==> src/rtl/pcd_pkg.sv <==
package pcd_pkg;

  // Section codes, as they appear on the section output
  localparam logic [2:0] SEC_SIG  = 3'd0;
  localparam logic [2:0] SEC_LEN  = 3'd1;
  localparam logic [2:0] SEC_TYPE = 3'd2;
  localparam logic [2:0] SEC_DATA = 3'd3;
  localparam logic [2:0] SEC_CRC  = 3'd4;

  // Known chunk types; the index is the type code
  localparam int unsigned NumKnown = 11;
  localparam logic [3:0] TYPE_UNKNOWN = 4'd11;

  localparam logic [31:0] KNOWN_TYPES [NumKnown] = '{
    32'h49484452,  // IHDR
    32'h504C5445,  // PLTE
    32'h49444154,  // IDAT
    32'h49454E44,  // IEND
    32'h6348524D,  // cHRM
    32'h624B4744,  // bKGD
    32'h74455874,  // tEXt
    32'h67414D41,  // gAMA
    32'h70485973,  // pHYs
    32'h74494D45,  // tIME
    32'h7A545874   // zTXt
  };

  // Property bit within each type byte
  localparam int unsigned PropBit = 5;

  // Per-byte framing result from the tracker
  typedef struct packed {
    logic [2:0]  section;
    logic [31:0] chunk_length;
    logic [31:0] chunk_type;
    logic        chunk_end;
  } step_t;

  // Type classification result
  typedef struct packed {
    logic [3:0] type_code;
    logic       ancillary;
    logic       priv;
    logic       reserved;
    logic       safe_copy;
  } class_t;

endpackage

==> src/rtl/png_chunk_deframer.sv <==
// PNG chunk deframer.
// Input channel: in_valid_i / in_stall_o carry one file byte per transfer
// (data_byte_i) with end_of_input_i marking the last byte of the file.
// Output channel: out_valid_o / out_stall_i carry one tagged byte per input
// byte: section, chunk length and type as assembled so far, the known-type
// code, the four property bits, chunk_end and truncated.
// The result of each byte is registered: a byte accepted in one cycle is shown in the next.
// Throughput is one byte per cycle while the receiver does not stall; the
// framing state updates in a single pass of logic into the output register.
// When the receiver stalls, the output register holds its result and the
// input is stalled only while that register is full and not being taken.
// Reset (rst_ni low, asynchronous) empties the output register and puts the
// framer at the start of the signature. A byte with end_of_input_i set also
// returns the framer to that state after its result is formed.
module png_chunk_deframer #(
  parameter int unsigned SIGNATURE_BYTES = 8
) (
  input  logic        clk_i,
  input  logic        rst_ni,
  input  logic        in_valid_i,
  output logic        in_stall_o,
  input  logic [7:0]  data_byte_i,
  input  logic        end_of_input_i,
  output logic        out_valid_o,
  input  logic        out_stall_i,
  output logic [7:0]  byte_out_o,
  output logic [2:0]  section_o,
  output logic [31:0] chunk_length_o,
  output logic [31:0] chunk_type_o,
  output logic [3:0]  type_code_o,
  output logic        ancillary_flag_o,
  output logic        private_flag_o,
  output logic        reserved_flag_o,
  output logic        safe_copy_flag_o,
  output logic        chunk_end_o,
  output logic        truncated_o
);

  logic            accept;
  logic            out_valid_q;
  pcd_pkg::step_t  step;
  pcd_pkg::class_t cls;

  // Stall only while a held result is not being taken
  assign in_stall_o = out_valid_q & out_stall_i;
  assign accept     = in_valid_i & ~in_stall_o;

  pcd_tracker #(
    .SIGNATURE_BYTES(SIGNATURE_BYTES)
  ) u_tracker (
    .clk_i         (clk_i),
    .rst_ni        (rst_ni),
    .accept_i      (accept),
    .data_byte_i   (data_byte_i),
    .end_of_input_i(end_of_input_i),
    .step_o        (step)
  );

  pcd_classify u_classify (
    .chunk_type_i(step.chunk_type),
    .class_o     (cls)
  );

  // Output valid flag
  always_ff @(posedge clk_i or negedge rst_ni) begin
    if (!rst_ni) begin
      out_valid_q <= 1'b0;
    end else if (!in_stall_o) begin
      out_valid_q <= in_valid_i;
    end
  end

  // Load the result register on each input transfer
  always_ff @(posedge clk_i) begin
    if (accept) begin
      byte_out_o       <= data_byte_i;
      section_o        <= step.section;
      chunk_length_o   <= step.chunk_length;
      chunk_type_o     <= step.chunk_type;
      type_code_o      <= cls.type_code;
      ancillary_flag_o <= cls.ancillary;
      private_flag_o   <= cls.priv;
      reserved_flag_o  <= cls.reserved;
      safe_copy_flag_o <= cls.safe_copy;
      chunk_end_o      <= step.chunk_end;
      truncated_o      <= end_of_input_i & ~step.chunk_end;
    end
  end

  assign out_valid_o = out_valid_q;

endmodule

==> src/rtl/pcd_tracker.sv <==
module pcd_tracker #(
  parameter int unsigned SIGNATURE_BYTES = 8
) (
  input  logic               clk_i,
  input  logic               rst_ni,
  input  logic               accept_i,
  input  logic [7:0]         data_byte_i,
  input  logic               end_of_input_i,
  output pcd_pkg::step_t     step_o
);

  localparam logic [2:0] SigLastPos = 3'(SIGNATURE_BYTES - 1);

  logic [2:0]  section_q, section_d;
  logic [2:0]  pos_q, pos_d;
  logic [31:0] length_q, length_d;
  logic [31:0] remain_q, remain_d;
  logic [31:0] type_q, type_d;

  logic [31:0] remain_dec;
  logic [31:0] len_base;
  logic [31:0] type_base;

  assign remain_dec = (remain_q != 32'd0) ? (remain_q - 32'd1) : remain_q;
  // A new chunk starts on the first length byte: clear the assembled words
  assign len_base   = (pos_q == 3'd0) ? 32'd0 : length_q;
  assign type_base  = (pos_q == 3'd0) ? 32'd0 : type_q;

  // Advance the framing state by one byte
  always_comb begin
    section_d = section_q;
    pos_d     = pos_q;
    length_d  = length_q;
    remain_d  = remain_q;
    type_d    = type_q;
    step_o    = '0;
    case (section_q)
      pcd_pkg::SEC_LEN: begin
        length_d = {len_base[23:0], data_byte_i};
        type_d   = type_base;
        if (pos_q >= 3'd3) begin
          pos_d     = 3'd0;
          remain_d  = length_d;
          section_d = pcd_pkg::SEC_TYPE;
        end else begin
          pos_d = pos_q + 3'd1;
        end
        step_o.section      = pcd_pkg::SEC_LEN;
        step_o.chunk_length = length_d;
        step_o.chunk_type   = type_d;
      end
      pcd_pkg::SEC_TYPE: begin
        type_d = {type_q[23:0], data_byte_i};
        if (pos_q >= 3'd3) begin
          pos_d     = 3'd0;
          section_d = (remain_q == 32'd0) ? pcd_pkg::SEC_CRC : pcd_pkg::SEC_DATA;
        end else begin
          pos_d = pos_q + 3'd1;
        end
        step_o.section      = pcd_pkg::SEC_TYPE;
        step_o.chunk_length = length_q;
        step_o.chunk_type   = type_d;
      end
      pcd_pkg::SEC_DATA: begin
        remain_d = remain_dec;
        if (remain_dec == 32'd0) begin
          pos_d     = 3'd0;
          section_d = pcd_pkg::SEC_CRC;
        end
        step_o.section      = pcd_pkg::SEC_DATA;
        step_o.chunk_length = length_q;
        step_o.chunk_type   = type_q;
      end
      pcd_pkg::SEC_CRC: begin
        if (pos_q >= 3'd3) begin
          pos_d            = 3'd0;
          section_d        = pcd_pkg::SEC_LEN;
          step_o.chunk_end = 1'b1;
        end else begin
          pos_d = pos_q + 3'd1;
        end
        step_o.section      = pcd_pkg::SEC_CRC;
        step_o.chunk_length = length_q;
        step_o.chunk_type   = type_q;
      end
      default: begin
        // Signature bytes pass through untouched
        if (pos_q >= SigLastPos) begin
          pos_d            = 3'd0;
          section_d        = pcd_pkg::SEC_LEN;
          step_o.chunk_end = 1'b1;
        end else begin
          pos_d = pos_q + 3'd1;
        end
        step_o.section = pcd_pkg::SEC_SIG;
      end
    endcase
  end

  // Update state on each transfer; the last byte of the file returns to reset
  always_ff @(posedge clk_i or negedge rst_ni) begin
    if (!rst_ni) begin
      section_q <= pcd_pkg::SEC_SIG;
      pos_q     <= 3'd0;
      length_q  <= 32'd0;
      remain_q  <= 32'd0;
      type_q    <= 32'd0;
    end else if (accept_i) begin
      if (end_of_input_i) begin
        section_q <= pcd_pkg::SEC_SIG;
        pos_q     <= 3'd0;
        length_q  <= 32'd0;
        remain_q  <= 32'd0;
        type_q    <= 32'd0;
      end else begin
        section_q <= section_d;
        pos_q     <= pos_d;
        length_q  <= length_d;
        remain_q  <= remain_d;
        type_q    <= type_d;
      end
    end
  end

endmodule

==> src/rtl/pcd_classify.sv <==
module pcd_classify (
  input  logic [31:0]     chunk_type_i,
  output pcd_pkg::class_t class_o
);

  // Match the type word against the known list; first hit wins
  always_comb begin
    class_o.type_code = pcd_pkg::TYPE_UNKNOWN;
    for (int i = pcd_pkg::NumKnown - 1; i >= 0; i--) begin
      if (chunk_type_i == pcd_pkg::KNOWN_TYPES[i]) begin
        class_o.type_code = 4'(i);
      end
    end
    class_o.ancillary = chunk_type_i[24 + pcd_pkg::PropBit];
    class_o.priv      = chunk_type_i[16 + pcd_pkg::PropBit];
    class_o.reserved  = chunk_type_i[8 + pcd_pkg::PropBit];
    class_o.safe_copy = chunk_type_i[pcd_pkg::PropBit];
  end

endmodule
==> config.mk <==
export PLATFORM = sky130hd
export DESIGN_NAME = png_chunk_deframer
export DESIGN_NICKNAME = d
export VERILOG_FILES = /design/src/rtl/pcd_pkg.sv /design/src/rtl/png_chunk_deframer.sv /design/src/rtl/pcd_tracker.sv /design/src/rtl/pcd_classify.sv
export SDC_FILE = /design/constraint.sdc
export NUM_CORES = 1
export LEC_CHECK = 0
export BUFFER_PORTS_ARGS = -buffer_cell sky130_fd_sc_hd__buf_2
export CORE_UTILIZATION = 59
export DETAILED_ROUTE_END_ITERATION = 16
export HOLD_SLACK_MARGIN = 0.1
export PLACE_DENSITY = 0.79
export SLEW_MARGIN = 20
export SYNTH_ARGS = -nofsm -noshare
export SYNTH_HDL_FRONTEND = slang
export SYNTH_HIERARCHICAL = 1
export SYNTH_SLANG_ARGS = --single-unit
==> constraint.sdc <==
create_clock -name clk_i -period 6.1 [get_ports clk_i]
set_clock_uncertainty 0.05 [all_clocks]
set_input_delay 0.915 -clock clk_i [delete_from_list [all_inputs] [get_ports clk_i]]
set_output_delay 0.915 -clock clk_i [all_outputs]
set_load 0.03 [all_outputs]
==> metrics.txt <==
status=complete, no violations; initial antenna violation count=0; CP max-delay cell=nor4b_1; Buffers & Inverters on Critical Path=3; H-tree level count=4; Tot Pwr=0.00486 W; Die Y-Extent=126 µm; initial DRC count=954; Post-CTS Setup Bufs=0; root buffer cell=clkbuf_16; global-route usage over all layers=0.319; Port Buffers=99; CP peak stage delay=810 ps; Starting Density=0.600; Setup Crit Path Kind=flop to flop; Crit path depth=12; Total Wirelength=24.8 mm; io pins=100; synth warn=6; Slew headroom=0.381; Critical path destination=type_code_o[3]$_DFFE_PP_; Synth top cells by count=a22o_1, dfrtp_1, edfxtp_1, o21ai_0; Hold/Removal Path Class=primary input to asynchronous set/reset pin; DRC viols=0; max cap viols=0; worst path required time=6210 ps; worst-path fanout max=48; synth top area cells=dfrtp_1, edfxtp_1, a22o_1, o21ai_0, nand2_1; RR Startpoint=u_tracker/section_q[2]$_DFFE_PN0P_; Core Rows=45; fillcell total=1151; met3 Use GR=0.0476; share of cells above drive strength 1=0.198; synthesized flop and latch total=188; Netlist Area Pre-Place=9090 µm²; TritonCTS buffer count=17; Worst IR Drop VDD=0.000321 V; register area=5130 µm²; Die X-Extent=126 µm; largest net degree at the start of global routing=76; DP HPWL=17.1 mm; global-route wire length before repair=38.7 mm; Synth area leader=dfrtp_1; GPL Wtd Cong=0.961; Setup violations, final=0; clk buf depth=2; area grow syn2layout=13.3%; CTS tree=yes; startpoint types=flop; met2 global-route usage=0.472; top-area cell type share of the netlist area=0.283; Detailed Routing Iterations Pass 1=5; Comb pwr share=0.430; power share of the clock group=0.224; Reg clk slew, reported paths=70 ps; critical path cell sequence=nand2b_1, inv_1, nand2_1, buf_4, nand3_1, buf_4, a22o_1, nor4b_1, nand2_1, nor4_1, a32oi_1, nor4bb_1; worst reg2reg endpoint=type_code_o[3]$_DFFE_PP_; Pint=0.00270 W; routed len/inst=23.3 µm; syn avg cell area=11.5 µm²; power density of the placed cells=472 nW/µm²; Final #Nets=883; Core Area=15100 µm²; power share of the sequential group=0.347; area of the multi-input gates=3720 µm²; most common cell in the netlist=a22o_1; critical path data arrival time=4560 ps; gr ovfl total=0; sequential share of the synthesized area=0.564; DR vias=7508; Clock Sinks=188; Mapped Cells=789; sw frac=0.444; Via density=7.04; Setup Total Neg Slack=0 ps; fin. max-slew vios=0; Post-synth EDFFs=85; vias in the first global route=6812; post-cts hold buffer count=0; area of the die=15900 µm²; crit share post-route=0.729; fin crit period=4450 ps; Clk Latency, worst-skew pair=430 ps; syn_nets=807; post-synth cell types=77; Async SR Flop Fraction=0.548; Fmax=225 MHz; unrepaired setup endpoints after global routing=no; Antenna Violating Nets Remaining=0; Slew @ Worst Pin=928 ps; critical path's top delay family=simple AND/OR/NAND/NOR gates; final hold viol count=0; GR peak layer=met1; M1 GR Usage=0.491; crit end category=flop; n_diodes=0; ys flop type=dfrtp_1; fin util=0.680; Crit. Startpoint=u_tracker/section_q[2]$_DFFE_PN0P_; switching power=0.00216 W; Leak=4.33 nW; post-CTS sizing=0; worst reg2reg path depth=12; setup slack, reg-to-reg=1650 ps
==> state kept, by name (all words and copies together) (netlist names) <==
register and cells:
chunk_type_o 32, u_tracker/pos_q 3, private_flag_o 1, safe_copy_flag_o 1
type_code_o 4, out_valid_o 1, u_tracker/type_q 32, ancillary_flag_o 1
truncated_o 1, u_tracker/remain_q 32, chunk_end_o 1, byte_out_o 8
chunk_length_o 32, reserved_flag_o 1, u_tracker/section_q 3, section_o 3
u_tracker/length_q 32
==> per-layer routing <==
metal / vias up / part of all wire
met5: - / 0
met4: 0 / 0.015
met3: 31 / 0.084
met2: 432 / 0.45
met1: 3767 / 0.45
li1: 3278 / -
==> worst min path at each step <==
stage	start	endpoint	slack [ps]	depth (start not counted)
2_1_floorplan	u_tracker/type_q[24]$_DFFE_PN0P_	u_tracker/type_q[24]$_DFFE_PN0P_	420	1
3_3_place_gp	u_tracker/type_q[24]$_DFFE_PN0P_	u_tracker/type_q[24]$_DFFE_PN0P_	430	1
3_5_place_dp	u_tracker/length_q[28]$_DFFE_PN0P_	u_tracker/length_q[28]$_DFFE_PN0P_	440	1
4_1_cts	rst_ni	out_valid_o$_DFFE_PN0N_	380	1
5_1_grt	rst_ni	u_tracker/length_q[26]$_DFFE_PN0P_	400	1
6_report	rst_ni	out_valid_o$_DFFE_PN0N_	370	1
==> power groups by stage <==
stage / Clock [W] / Sequential [W] / Combinational, W
2_1_floorplan: 0 / 0.00172 / 0.00144
3_3_place_gp: 0 / 0.00169 / 0.00198
3_5_place_dp: 0 / 0.00170 / 0.00202
4_1_cts: 0.00111 / 0.00168 / 0.00204
5_1_grt: 0.00115 / 0.00170 / 0.00224
6_report: 0.00109 / 0.00169 / 0.00209
==> stage by stage <==
step,instances,worst slack (ps),cell area (µm²),hold slack (ps)
2_1_floorplan,789,1010,9090,416
3_3_place_gp,1034,1810,9700,433
3_5_place_dp,1034,1650,9700,442
4_1_cts,1066,1610,10300,381
5_1_grt,1066,1340,10300,399
6_report,1066,1650,10300,372
==> cells in the final DEF (no fill, tap or decap), drive strengths merged, types with 7 or more instances in the layout <==
master and instances:
nor4 20, buf 110, a21oi 18, dfrtp 103, nor2 45, nand2 45, clkinv 8, nor4b 7
nor2b 9, a32oi 8, a22o 136, inv 16, nand4 20, nand3 17, or3 11, a31oi 8
o21ai 61, nor3 26, clkbuf 17, edfxtp 85, or4 8
==> cells by family after synthesis <==
group	count (synthesis)	share of synthesized area
AO/OA/AOI/OAI	274	0.228
XOR/XNOR	8	0.00771
adder cells (fa/ha/maj)	5	0.00688
buffers and inverters	65	0.0297
flip-flops	188	0.564
multiplexers	2	0.00220
AND/OR/NAND/NOR	247	0.161
==> final cells by class <==
cell class                 instances  share of cell area
multi-input combinational        536               0.361
tap                              188              0.0228
inverter                          12             0.00437
clock buffer                      17              0.0413
timing repair buffer             110              0.0564
sequential                       188               0.498
clock inverter                    15              0.0159
Power figures use the tool's default switching activity.
